`src/sv/layer_window_blend_compositor_macros.svh`:
```
// Assertion macros for the layer window blend compositor.
// Included by files that carry concurrent checks; no other dependencies.
`ifndef LAYER_WINDOW_BLEND_COMPOSITOR_MACROS_SVH
`define LAYER_WINDOW_BLEND_COMPOSITOR_MACROS_SVH
`ifndef ASSERT_OFF
`define LWBC_ASSERT(label, clk, rst, prop, msg) \
  label: assert property (@(posedge clk) disable iff (rst) prop) else $error(msg);
`define LWBC_ASSERT_NEXT(label, clk, rst, pre, post, msg) \
  label: assert property (@(posedge clk) disable iff (rst) (pre) |=> (post)) else $error(msg);
`else
`define LWBC_ASSERT(label, clk, rst, prop, msg)
`define LWBC_ASSERT_NEXT(label, clk, rst, pre, post, msg)
`endif
`endif

```
`src/sv/lwbc_pkg.sv`:
```
// Shared types, codes and helpers of the layer window blend compositor.
// No dependencies; imported by every module of the block.
`default_nettype none
package lwbc_pkg;

  typedef logic [14:0] rgb_t;
  typedef logic [4:0]  chan_t;

  typedef enum logic [2:0] {
    CFG_DISPLAY  = 3'd0,
    CFG_BLEND    = 3'd1,
    CFG_ALPHA    = 3'd2,
    CFG_BRIGHT   = 3'd3,
    CFG_WIN0     = 3'd4,
    CFG_WIN1     = 3'd5,
    CFG_MASKS    = 3'd6,
    CFG_BACKDROP = 3'd7
  } cfg_reg_t;

  localparam logic [2:0] LAYER_OBJ      = 3'd4;
  localparam logic [2:0] LAYER_BACKDROP = 3'd5;

  localparam chan_t CHAN_MAX   = 5'd31;
  localparam chan_t WEIGHT_MAX = 5'd16;

  typedef enum logic [1:0] {
    OP_NONE   = 2'd0,
    OP_ALPHA  = 2'd1,
    OP_BRIGHT = 2'd2,
    OP_DARK   = 2'd3
  } blend_op_t;

  typedef struct packed {
    logic [15:0] display;
    logic [13:0] blend;
    logic [15:0] alpha;
    logic [4:0]  bright;
    logic [31:0] win0;
    logic [31:0] win1;
    logic [31:0] masks;
    rgb_t        backdrop;
  } cfg_t;

  typedef struct packed {
    logic [7:0]      x;
    logic [7:0]      line;
    logic [3:0][14:0] bg_color;
    logic [3:0]      bg_opaque;
    logic [7:0]      bg_priorities;
    rgb_t            obj_color;
    logic            obj_opaque;
    logic [1:0]      obj_priority;
    logic            obj_semi;
  } pixel_t;

  // after window stage: per-layer visibility, bit 4 is the sprite
  typedef struct packed {
    logic [4:0]       vis;
    logic             blend_en;
    logic [3:0][14:0] bg_color;
    logic [7:0]       bg_priorities;
    rgb_t             obj_color;
    logic [1:0]       obj_priority;
    logic             obj_semi;
  } lwin_t;

  // after ranking stage: top and second layer
  typedef struct packed {
    rgb_t       col1;
    rgb_t       col2;
    logic [2:0] lay1;
    logic [2:0] lay2;
    logic       semi;
    logic       blend_en;
  } rank_t;

  function automatic chan_t clamp16(input chan_t v);
    return (v > WEIGHT_MAX) ? WEIGHT_MAX : v;
  endfunction

endpackage
`default_nettype wire

```
`src/sv/layer_window_blend_compositor.sv`:
```
// Top level of the layer window blend compositor: config registers and stage chain.
// Depends on lwbc_pkg, lwbc_window, lwbc_rank, lwbc_blend and the macros header.
//
//  channel   direction  handshake                     payload
//  cfg       in         cfg_valid / cfg_ready         cfg_index, cfg_data
//  s_axis    in         s_axis_tvalid / s_axis_tready s_axis_tdata (one pixel)
//  m_axis    out        m_axis_tvalid / m_axis_tready m_axis_tdata (RGB555)
//
// One pixel per cycle sustained while the output is ready; the path runs through the window,
// ranking, product and scale stages, each ending in a register.
// Reset clears all stage valid bits and every config register.
// Each stage holds while full and its successor cannot accept, so bubbles are
// squeezed out and a stalled output still lets upstream stages fill.
`default_nettype none
`include "layer_window_blend_compositor_macros.svh"
module layer_window_blend_compositor
  import lwbc_pkg::*;
(
  input  wire logic         clk,
  input  wire logic         rst,
  input  wire logic         cfg_valid,
  output logic              cfg_ready,
  input  wire logic [2:0]   cfg_index,
  input  wire logic [31:0]  cfg_data,
  input  wire logic         s_axis_tvalid,
  output logic              s_axis_tready,
  // pixel_x, pixel_line, bg0_color, bg1_color, bg2_color, bg3_color,
  // bg_opaque, bg_priorities, obj_color, obj_opaque, obj_priority, obj_semi
  input  wire logic [111:0] s_axis_tdata,
  output logic              m_axis_tvalid,
  input  wire logic         m_axis_tready,
  // pixel_color
  output logic [15:0]       m_axis_tdata
);

  cfg_t   cfg;
  pixel_t pix;
  lwin_t  win_data;
  rank_t  rank_data;
  rgb_t   color;
  logic   win_valid, win_ready;
  logic   rank_valid, rank_ready;

  assign cfg_ready = 1'b1;

  always_ff @(posedge clk) begin
    if (rst) begin
      cfg <= '0;
    end else if (cfg_valid && cfg_ready) begin
      case (cfg_reg_t'(cfg_index))
        CFG_DISPLAY:  cfg.display  <= cfg_data[15:0];
        CFG_BLEND:    cfg.blend    <= cfg_data[13:0];
        CFG_ALPHA:    cfg.alpha    <= cfg_data[15:0];
        CFG_BRIGHT:   cfg.bright   <= cfg_data[4:0];
        CFG_WIN0:     cfg.win0     <= cfg_data;
        CFG_WIN1:     cfg.win1     <= cfg_data;
        CFG_MASKS:    cfg.masks    <= cfg_data;
        CFG_BACKDROP: cfg.backdrop <= cfg_data[14:0];
        default: ;
      endcase
    end
  end

  always_comb begin
    pix.x             = s_axis_tdata[7:0];
    pix.line          = s_axis_tdata[15:8];
    pix.bg_color[0]   = s_axis_tdata[30:16];
    pix.bg_color[1]   = s_axis_tdata[45:31];
    pix.bg_color[2]   = s_axis_tdata[60:46];
    pix.bg_color[3]   = s_axis_tdata[75:61];
    pix.bg_opaque     = s_axis_tdata[79:76];
    pix.bg_priorities = s_axis_tdata[87:80];
    pix.obj_color     = s_axis_tdata[102:88];
    pix.obj_opaque    = s_axis_tdata[103];
    pix.obj_priority  = s_axis_tdata[105:104];
    pix.obj_semi      = s_axis_tdata[106];
  end

  lwbc_window u_window (
    .clk       (clk),
    .rst       (rst),
    .cfg       (cfg),
    .in_valid  (s_axis_tvalid),
    .in_ready  (s_axis_tready),
    .in_pix    (pix),
    .out_valid (win_valid),
    .out_ready (win_ready),
    .out_data  (win_data)
  );

  lwbc_rank u_rank (
    .clk       (clk),
    .rst       (rst),
    .backdrop  (cfg.backdrop),
    .in_valid  (win_valid),
    .in_ready  (win_ready),
    .in_data   (win_data),
    .out_valid (rank_valid),
    .out_ready (rank_ready),
    .out_data  (rank_data)
  );

  lwbc_blend u_blend (
    .clk       (clk),
    .rst       (rst),
    .cfg       (cfg),
    .in_valid  (rank_valid),
    .in_ready  (rank_ready),
    .in_data   (rank_data),
    .out_valid (m_axis_tvalid),
    .out_ready (m_axis_tready),
    .out_color (color)
  );

  assign m_axis_tdata = {1'b0, color};

  // backpressure can only start at a full, stalled output
  `LWBC_ASSERT(a_stall_origin, clk, rst, !s_axis_tready |-> (m_axis_tvalid && !m_axis_tready), "input stalled without a stalled output")
  `LWBC_ASSERT_NEXT(a_accept_fills_window, clk, rst, s_axis_tvalid && s_axis_tready, win_valid, "accepted pixel missing from window stage")
  `LWBC_ASSERT(a_reset_empties_output, clk, rst, $past(rst) |-> !m_axis_tvalid, "output valid right after reset")

endmodule
`default_nettype wire

```
`src/sv/lwbc_window.sv`:
```
// Window stage: window flags, video mode masking, layer visibility.
// Depends on lwbc_pkg.
`default_nettype none
module lwbc_window
  import lwbc_pkg::*;
(
  input  wire logic   clk,
  input  wire logic   rst,
  input  wire cfg_t   cfg,
  input  wire logic   in_valid,
  output logic        in_ready,
  input  wire pixel_t in_pix,
  output logic        out_valid,
  input  wire logic   out_ready,
  output lwin_t       out_data
);

  function automatic logic in_span(input logic [7:0] p, input logic [7:0] s,
                                   input logic [7:0] e);
    if (s <= e) return (p >= s) && (p < e);
    return (p >= s) || (p < e);
  endfunction

  function automatic logic in_window(input logic [31:0] b, input logic [7:0] x,
                                     input logic [7:0] y);
    return in_span(y, b[31:24], b[23:16]) && in_span(x, b[15:8], b[7:0]);
  endfunction

  logic [2:0] mode;
  logic [3:0] en_m;
  logic [5:0] flags;
  logic       w0, w1, wo;
  lwin_t      data_next;

  assign mode = cfg.display[2:0];
  assign w0   = cfg.display[13];
  assign w1   = cfg.display[14];
  assign wo   = cfg.display[15];

  always_comb begin
    case (mode) inside
      3'd1:         en_m = cfg.display[11:8] & 4'h7;
      3'd2:         en_m = cfg.display[11:8] & 4'hC;
      [3'd3:3'd5]:  en_m = cfg.display[11:8] & 4'h4;
      default:      en_m = cfg.display[11:8];
    endcase
  end

  always_comb begin
    flags = 6'h3F;
    if (w0 || w1 || wo) begin
      flags = cfg.masks[21:16];
      if (wo && in_pix.obj_opaque) flags = cfg.masks[29:24];
      if (w1 && in_window(cfg.win1, in_pix.x, in_pix.line)) flags = cfg.masks[13:8];
      if (w0 && in_window(cfg.win0, in_pix.x, in_pix.line)) flags = cfg.masks[5:0];
    end
  end

  always_comb begin
    data_next.vis[3:0]     = en_m & flags[3:0] & in_pix.bg_opaque;
    data_next.vis[4]       = cfg.display[12] & in_pix.obj_opaque & flags[4];
    data_next.blend_en     = flags[5];
    data_next.bg_color     = in_pix.bg_color;
    data_next.bg_priorities = in_pix.bg_priorities;
    data_next.obj_color    = in_pix.obj_color;
    data_next.obj_priority = in_pix.obj_priority;
    data_next.obj_semi     = in_pix.obj_semi;
  end

  assign in_ready = !out_valid || out_ready;

  always_ff @(posedge clk) begin
    if (rst) begin
      out_valid <= 1'b0;
    end else if (in_ready) begin
      out_valid <= in_valid;
    end
  end

  always_ff @(posedge clk) begin
    if (in_valid && in_ready) begin
      out_data <= data_next;
    end
  end

endmodule
`default_nettype wire

```
`src/sv/lwbc_rank.sv`:
```
// Ranking stage: top and second visible layer by priority, backdrop fallback.
// Depends on lwbc_pkg.
`default_nettype none
module lwbc_rank
  import lwbc_pkg::*;
(
  input  wire logic  clk,
  input  wire logic  rst,
  input  wire rgb_t  backdrop,
  input  wire logic  in_valid,
  output logic       in_ready,
  input  wire lwin_t in_data,
  output logic       out_valid,
  input  wire logic  out_ready,
  output rank_t      out_data
);

  logic [4:0][4:0]  key;
  logic [4:0][14:0] col;
  logic [4:0]       k1, k2;
  rgb_t             c1, c2;
  logic [2:0]       l1, l2;
  rank_t            data_next;

  // backgrounds sort after a sprite of equal priority, lower number first
  always_comb begin
    for (int i = 0; i < 4; i++) begin
      key[i] = {in_data.bg_priorities[2*i +: 2], 3'(i + 1)};
      col[i] = in_data.bg_color[i];
    end
    key[4] = {in_data.obj_priority, 3'b000};
    col[4] = in_data.obj_color;
  end

  always_comb begin
    k1 = 5'h1F;
    k2 = 5'h1F;
    c1 = backdrop;
    c2 = backdrop;
    l1 = LAYER_BACKDROP;
    l2 = LAYER_BACKDROP;
    for (int i = 0; i < 5; i++) begin
      if (in_data.vis[i]) begin
        if (key[i] < k1) begin
          k2 = k1;
          c2 = c1;
          l2 = l1;
          k1 = key[i];
          c1 = col[i];
          l1 = 3'(i);
        end else if (key[i] < k2) begin
          k2 = key[i];
          c2 = col[i];
          l2 = 3'(i);
        end
      end
    end
  end

  always_comb begin
    data_next.col1     = c1;
    data_next.col2     = c2;
    data_next.lay1     = l1;
    data_next.lay2     = l2;
    data_next.semi     = in_data.obj_semi;
    data_next.blend_en = in_data.blend_en;
  end

  assign in_ready = !out_valid || out_ready;

  always_ff @(posedge clk) begin
    if (rst) begin
      out_valid <= 1'b0;
    end else if (in_ready) begin
      out_valid <= in_valid;
    end
  end

  always_ff @(posedge clk) begin
    if (in_valid && in_ready) begin
      out_data <= data_next;
    end
  end

endmodule
`default_nettype wire

```
`src/sv/lwbc_blend.sv`:
```
// Blend stages: effect select and channel products, then sum, scale, saturate.
// Depends on lwbc_pkg.
`default_nettype none
module lwbc_blend
  import lwbc_pkg::*;
(
  input  wire logic  clk,
  input  wire logic  rst,
  input  wire cfg_t  cfg,
  input  wire logic  in_valid,
  output logic       in_ready,
  input  wire rank_t in_data,
  output logic       out_valid,
  input  wire logic  out_ready,
  output rgb_t       out_color
);

  logic [5:0] first_mask, second_mask;
  blend_op_t  bmode;
  logic       first, semi_top;
  chan_t      ea, eb, ey, w0;
  blend_op_t  op_next;

  logic [2:0][8:0] p0_next, p1_next;

  // product stage registers
  logic            mul_valid, mul_ready;
  blend_op_t       mul_op;
  rgb_t            mul_col;
  logic [2:0][8:0] mul_p0, mul_p1;

  rgb_t color_next;

  assign first_mask  = cfg.blend[5:0];
  assign second_mask = cfg.blend[13:8];
  assign bmode       = blend_op_t'(cfg.blend[7:6]);
  assign first       = first_mask[in_data.lay1];
  assign semi_top    = (in_data.lay1 == LAYER_OBJ) && in_data.semi;
  assign ea = clamp16(cfg.alpha[4:0]);
  assign eb = clamp16(cfg.alpha[12:8]);
  assign ey = clamp16(cfg.bright);

  always_comb begin
    op_next = OP_NONE;
    if (in_data.blend_en) begin
      if (semi_top || (bmode == OP_ALPHA && first)) begin
        if (second_mask[in_data.lay2]) op_next = OP_ALPHA;
      end else if (bmode == OP_BRIGHT && first) begin
        op_next = OP_BRIGHT;
      end else if (bmode == OP_DARK && first) begin
        op_next = OP_DARK;
      end
    end
  end

  assign w0 = (op_next == OP_ALPHA) ? ea : ey;

  always_comb begin
    for (int k = 0; k < 3; k++) begin
      logic [9:0] m0, pa, pb;
      m0 = (op_next == OP_BRIGHT) ? 10'(CHAN_MAX - in_data.col1[5*k +: 5])
                                  : 10'(in_data.col1[5*k +: 5]);
      pa = m0 * 10'(w0);
      pb = 10'(in_data.col2[5*k +: 5]) * 10'(eb);
      p0_next[k] = pa[8:0];
      p1_next[k] = pb[8:0];
    end
  end

  assign mul_ready = !out_valid || out_ready;
  assign in_ready  = !mul_valid || mul_ready;

  always_ff @(posedge clk) begin
    if (rst) begin
      mul_valid <= 1'b0;
    end else if (in_ready) begin
      mul_valid <= in_valid;
    end
  end

  always_ff @(posedge clk) begin
    if (in_valid && in_ready) begin
      mul_op  <= op_next;
      mul_col <= in_data.col1;
      mul_p0  <= p0_next;
      mul_p1  <= p1_next;
    end
  end

  always_comb begin
    for (int k = 0; k < 3; k++) begin
      logic [9:0] sum;
      chan_t      c;
      c   = mul_col[5*k +: 5];
      sum = {1'b0, mul_p0[k]} + {1'b0, mul_p1[k]};
      case (mul_op)
        OP_ALPHA:  color_next[5*k +: 5] = (sum[9:4] > 6'(CHAN_MAX)) ? CHAN_MAX : sum[8:4];
        OP_BRIGHT: color_next[5*k +: 5] = c + mul_p0[k][8:4];
        OP_DARK:   color_next[5*k +: 5] = c - mul_p0[k][8:4];
        default:   color_next[5*k +: 5] = c;
      endcase
    end
  end

  always_ff @(posedge clk) begin
    if (rst) begin
      out_valid <= 1'b0;
    end else if (mul_ready) begin
      out_valid <= mul_valid;
    end
  end

  always_ff @(posedge clk) begin
    if (mul_valid && mul_ready) begin
      out_color <= color_next;
    end
  end

endmodule
`default_nettype wire

```
`config.mk`:
```
export PLATFORM = sky130hd
export DESIGN_NAME = layer_window_blend_compositor
export DESIGN_NICKNAME = d
export VERILOG_FILES = /design/src/sv/lwbc_pkg.sv /design/src/sv/layer_window_blend_compositor.sv /design/src/sv/lwbc_window.sv /design/src/sv/lwbc_rank.sv /design/src/sv/lwbc_blend.sv
export VERILOG_INCLUDE_DIRS = /design/src /design/src/sv
export SDC_FILE = /design/constraint.sdc
export NUM_CORES = 1
export LEC_CHECK = 0
export ABC_CLOCK_PERIOD_IN_PS = 8900
export BUFFER_PORTS_ARGS = -buffer_cell sky130_fd_sc_hd__buf_2
export CORE_MARGIN = 2
export CORE_UTILIZATION = 60
export DETAILED_ROUTE_END_ITERATION = 7
export PLACE_DENSITY = 0.85
export SETUP_SLACK_MARGIN = 0.1
export SYNTH_ARGS = -nofsm -noshare
export SYNTH_HDL_FRONTEND = slang
export SYNTH_SLANG_ARGS = --single-unit
export TNS_END_PERCENT = 100
```
`constraint.sdc`:
```
create_clock -name clk -period 8.9 [get_ports clk]
set_input_delay 0.445 -clock clk [delete_from_list [all_inputs] [get_ports clk]]
set_output_delay 0.445 -clock clk [all_outputs]
set_load 0.05 [all_outputs]
```
==> results.cfg <==
[cts]
cts.clk_slew.worst_paths_ns = 0.07
cts_resized = 0
cts_tree = built
cts_buffers = 39
cts_setup_buffers = 0
cts_sinks = 363
ctsHtreeMaxLevel = 2
clk_latency_ns = 0.58
root_buffer = clkbuf_16
cts_buffer_depth = 3
ctsHoldBuffers = 0

[yosys]
ys_top_cells_by_area = edfxtp_1 (28%), ha_1 (13%), dfxtp_1 (13%)
ys_seq_area_share_pct = 40.87
synthArstFlopShare_pct = 0
synth.largest_area_cell = edfxtp_1
synth-edff-count = 216
ys.flop_type = edfxtp_1
synth.avg_cell_area_um2 = 9.564
synth_area_um2 = 23070
yosysWarnings = 0
synth_cell_types = 79
ys_seq_elements = 363
yosysTopAreaCellShare_pct = 28.12
syn_nets = 2861
postSynthCellCount = 2412

[power_and_ir_drop]
leakage_nw = 10.84
switching_share_pct = 26.44
p_switching_mw = 1.087
clockPowerShare_pct = 39.9
p_comb_share_pct = 13.0
peakVddDrop_uv = 238.3
seq_power_share_pct = 47.1
total_power_mw = 4.112
p_per_area_nw_per_um2 = 161.0
p_int_mw = 3.025

[timing]
min_period_ns = 6.509
clock_skew_ns = 0.02899
rsz0062_at_grt = false
holdWs_ns = 0.04788
drv_slew = 0
setup_viol = 0
fmax_ghz = 0.1536
fin_setup_tns_ns = 0
slew_headroom_pct = 14.68
fin_crit_sh_pct = 73.13
worstMarginPinSlew_ns = 1.276
final-hold-violation-count = 0

[global_route]
antenna_found_initial = 1
grt_overflow = 0
grt_max_degree = 102
grt_usage_pct = 28.67
grt_pass1_vias = 17885
grt_pass1_wl_mm = 90.57

[layout]
drive_gt1_share_pct = 12.88
fillers = 2759
area_growth_pct = 10.74
fin_nets = 2982
instances_no_fill = 3075

[route]
wl_met2_mm = 26.32
vias = 18105
wl_met1_mm = 23.19
wl_per_cell_um = 18.14
vias_per_cell = 5.888
top_layer_used = met4
dr.pass1.iters = 5
drt-total-wl_mm = 55.77
drc = 0
ant_nets = 0
dr.first_iter.drc_count = 1478
wl_met3_mm = 4.122

[floorplanning]
initial_core_util_pct = 61.10
core-area_um2 = 37760
rows = 71
die_y_um = 200.1
die_w_um = 200.1
die_area_um2 = 40030
io_pins = 171

[setup_path]
cp-end-kind = flip-flop
startpoint = u_window.out_data[87]$_DFFE_PP_
critical_path.max_stage_delay_ns = 0.55
rr_startpoint = u_window.out_data[87]$_DFFE_PP_
crit_chain = buf_4 > inv_1 > nor2_1 > nor2_1 > inv_1 > ha_1 > nand2b_1 > o21ba_2 > a21oi_1 > buf_4 > mux2i_1 > ha_1 > a21boi_0 > o21a_1 > nor2_1 > nand2_1 > o21ai_0 > ha_1 > a21oi_1 > and2_2 > buf_4 > a21oi_1 > a21o_1
reg2reg_to = u_rank.out_data[22]$_DFFE_PP_
crit_type = reg -> reg
crit_path_top_delay_cell = nand2_1
critPathRequiredTime_ns = 9.21
reg2reg_slack_ns = 2.39
cp_max_fo = 42
cp.arrival_ns = 6.82
cp-start-kind = flip-flop
rr_worst_depth = 23

[min_path]
hold_end = u_window.out_data[77]$_DFFE_PP_
worstHoldPathCells = 1
hp-class = in -> reg
hold_start = s_axis_tdata[67]

[placement]
port_buffers = 163
hpwlAfterDp_mm = 41.27
dpl.cell_count = 3003
gp_congestion = 0.9227

[run]
maxCapViolations = 0

[outcome]
status = finished clean
[state kept, by name, indices dropped and copies added (netlist names)]
register and flops:
u_blend.out_valid 1, u_blend.mul_col 15, cfg 143, u_rank.out_valid 1, u_blend.mul_op 2, u_blend.mul_valid 1
u_window.out_valid 1, u_blend.out_color 15, u_window.out_data 92, u_rank.out_data 38, u_blend.mul_p1 27, u_blend.mul_p0 27
[per-layer routing]
metal | vias to the layer above | track usage (%)
met4 | 0 | 11.85
met3 | 152 | 4.402
met1 | 8597 | 37.41
met5 | - | 0
li1 | 8628 | -
met2 | 728 | 47.89
[cells by family (layout without fill, tap and decap cells)]
logic type	count (synthesis)	in the layout	synth area share (%)
adders and majority gates	303	303	18.03
buffers and inverters	299	450	5.250
other	2	3	0.03256
muxes	66	66	3.227
DFF	363	363	40.87
AOI/OAI and AO/OA	596	596	15.78
xor gates and xnor gates	97	97	3.683
and+or+nand+nor	686	686	13.12
[how the worst max path moves through the flow]
stage | slack, ns | to | depth (start not counted)
after floorplan | 2.41 | u_blend.mul_col[0]$_DFFE_PP_ | 2
after global placement | 2.83 | u_rank.out_data[17]$_DFFE_PP_ | 23
after detailed placement | 2.56 | u_rank.out_data[22]$_DFFE_PP_ | 23
after CTS | 2.54 | u_rank.out_data[22]$_DFFE_PP_ | 23
after global routing | 2.00 | u_rank.out_data[18]$_DFFE_PP_ | 23
final | 2.39 | u_rank.out_data[22]$_DFFE_PP_ | 23
[critical path, delay by kind of cell (launching register included)]
family / cells / cell delay, ns
AOI/OAI and AO/OA: 8 / 1.78
adders and majority gates: 3 / 0.77
buffers and inverters: 5 / 1.28
DFF: 1 / 0.34
muxes: 1 / 0.33
and+or+nand+nor: 6 / 1.72
[through the flow]
step / utilization (%) / worst slack [ns] / area, um2
4_1_cts: 67.66 / 2.537 / 25540
5_1_grt: 67.66 / 1.997 / 25550
2_1_floorplan: - / 2.407 / 23070
3_5_place_dp: 64.24 / 2.558 / 24250
6_report: 67.66 / 2.391 / 25550
3_3_place_gp: 64.24 / 2.834 / 24250
[cell usage after synthesis, types with 6 or more instances]
cell type / number
a31o_2: 6
xnor2_1: 67
a2bb2oi_1: 15
a21o_1: 61
o21a_1: 7
a31oi_1: 6
a21oi_1: 300
a221oi_1: 6
a221oi_2: 10
nand2_1: 408
mux2i_1: 23
nor3_1: 16
dfxtp_1: 147
clkbuf_1: 78
fa_1: 51
xor2_1: 30
inv_1: 197
edfxtp_1: 216
and2_1: 57
o211ai_1: 6
a211oi_1: 10
buf_2: 11
o21bai_1: 14
nand2b_1: 23
mux2_2: 39
buf_6: 8
ha_1: 246
o22ai_1: 42
nand3_1: 24
o21ai_0: 79
nor2b_1: 22
nor2_1: 95
and3_1: 8
[power groups by stage]
stage                     Combinational (mW)  Clock [mW]  Sequential (mW)
final                                  0.533        1.64             1.94
after detailed placement               0.517           0             1.97
after CTS                              0.524        1.66             1.93
after floorplan                        0.371           0             1.95
after global routing                   0.589        1.73             1.94
after global placement                 0.496           0             1.97
[cell usage in the layout, fill, tap and decap left out, drive strengths merged, types with 6 or more instances in the layout]
| cell type | synthesis | routed |
|---|---|---|
| dfxtp | 147 | 147 |
| a31o | 6 | 6 |
| a21oi | 300 | 300 |
| and2 | 59 | 59 |
| nand3 | 24 | 24 |
| xor2 | 30 | 30 |
| or2 | 7 | 7 |
| nor2b | 24 | 24 |
| a31oi | 6 | 6 |
| o21bai | 14 | 14 |
| inv | 197 | 201 |
| buf | 24 | 182 |
| xnor2 | 67 | 67 |
| nor3 | 16 | 16 |
| fa | 51 | 51 |
| o211ai | 7 | 7 |
| maj3 | 6 | 6 |
| clkinv | 0 | 15 |
| a221oi | 16 | 16 |
| o21a | 7 | 7 |
| edfxtp | 216 | 216 |
| o22ai | 42 | 42 |
| nor2 | 98 | 98 |
| a21o | 61 | 61 |
| mux2 | 41 | 41 |
| nand2b | 23 | 23 |
| clkbuf | 78 | 44 |
| a211oi | 12 | 12 |
| o21ai | 80 | 80 |
| mux2i | 24 | 24 |
| and3 | 8 | 8 |
| ha | 246 | 246 |
| a2bb2oi | 15 | 15 |
| nand2 | 409 | 409 |
[final cells by class]
cell class	count	area, um2	share of cell area, %
tap	511	639.4	2.503
timing repair buffer	182	960.9	3.762
clock buffer	44	1005	3.933
antenna	1	2.502	0.009796
inverter	197	739.5	2.895
sequential	363	9429	36.91
multi-input combinational	1750	12480	48.87
clock inverter	27	286.5	1.122
(Power assumes the default switching activity.)
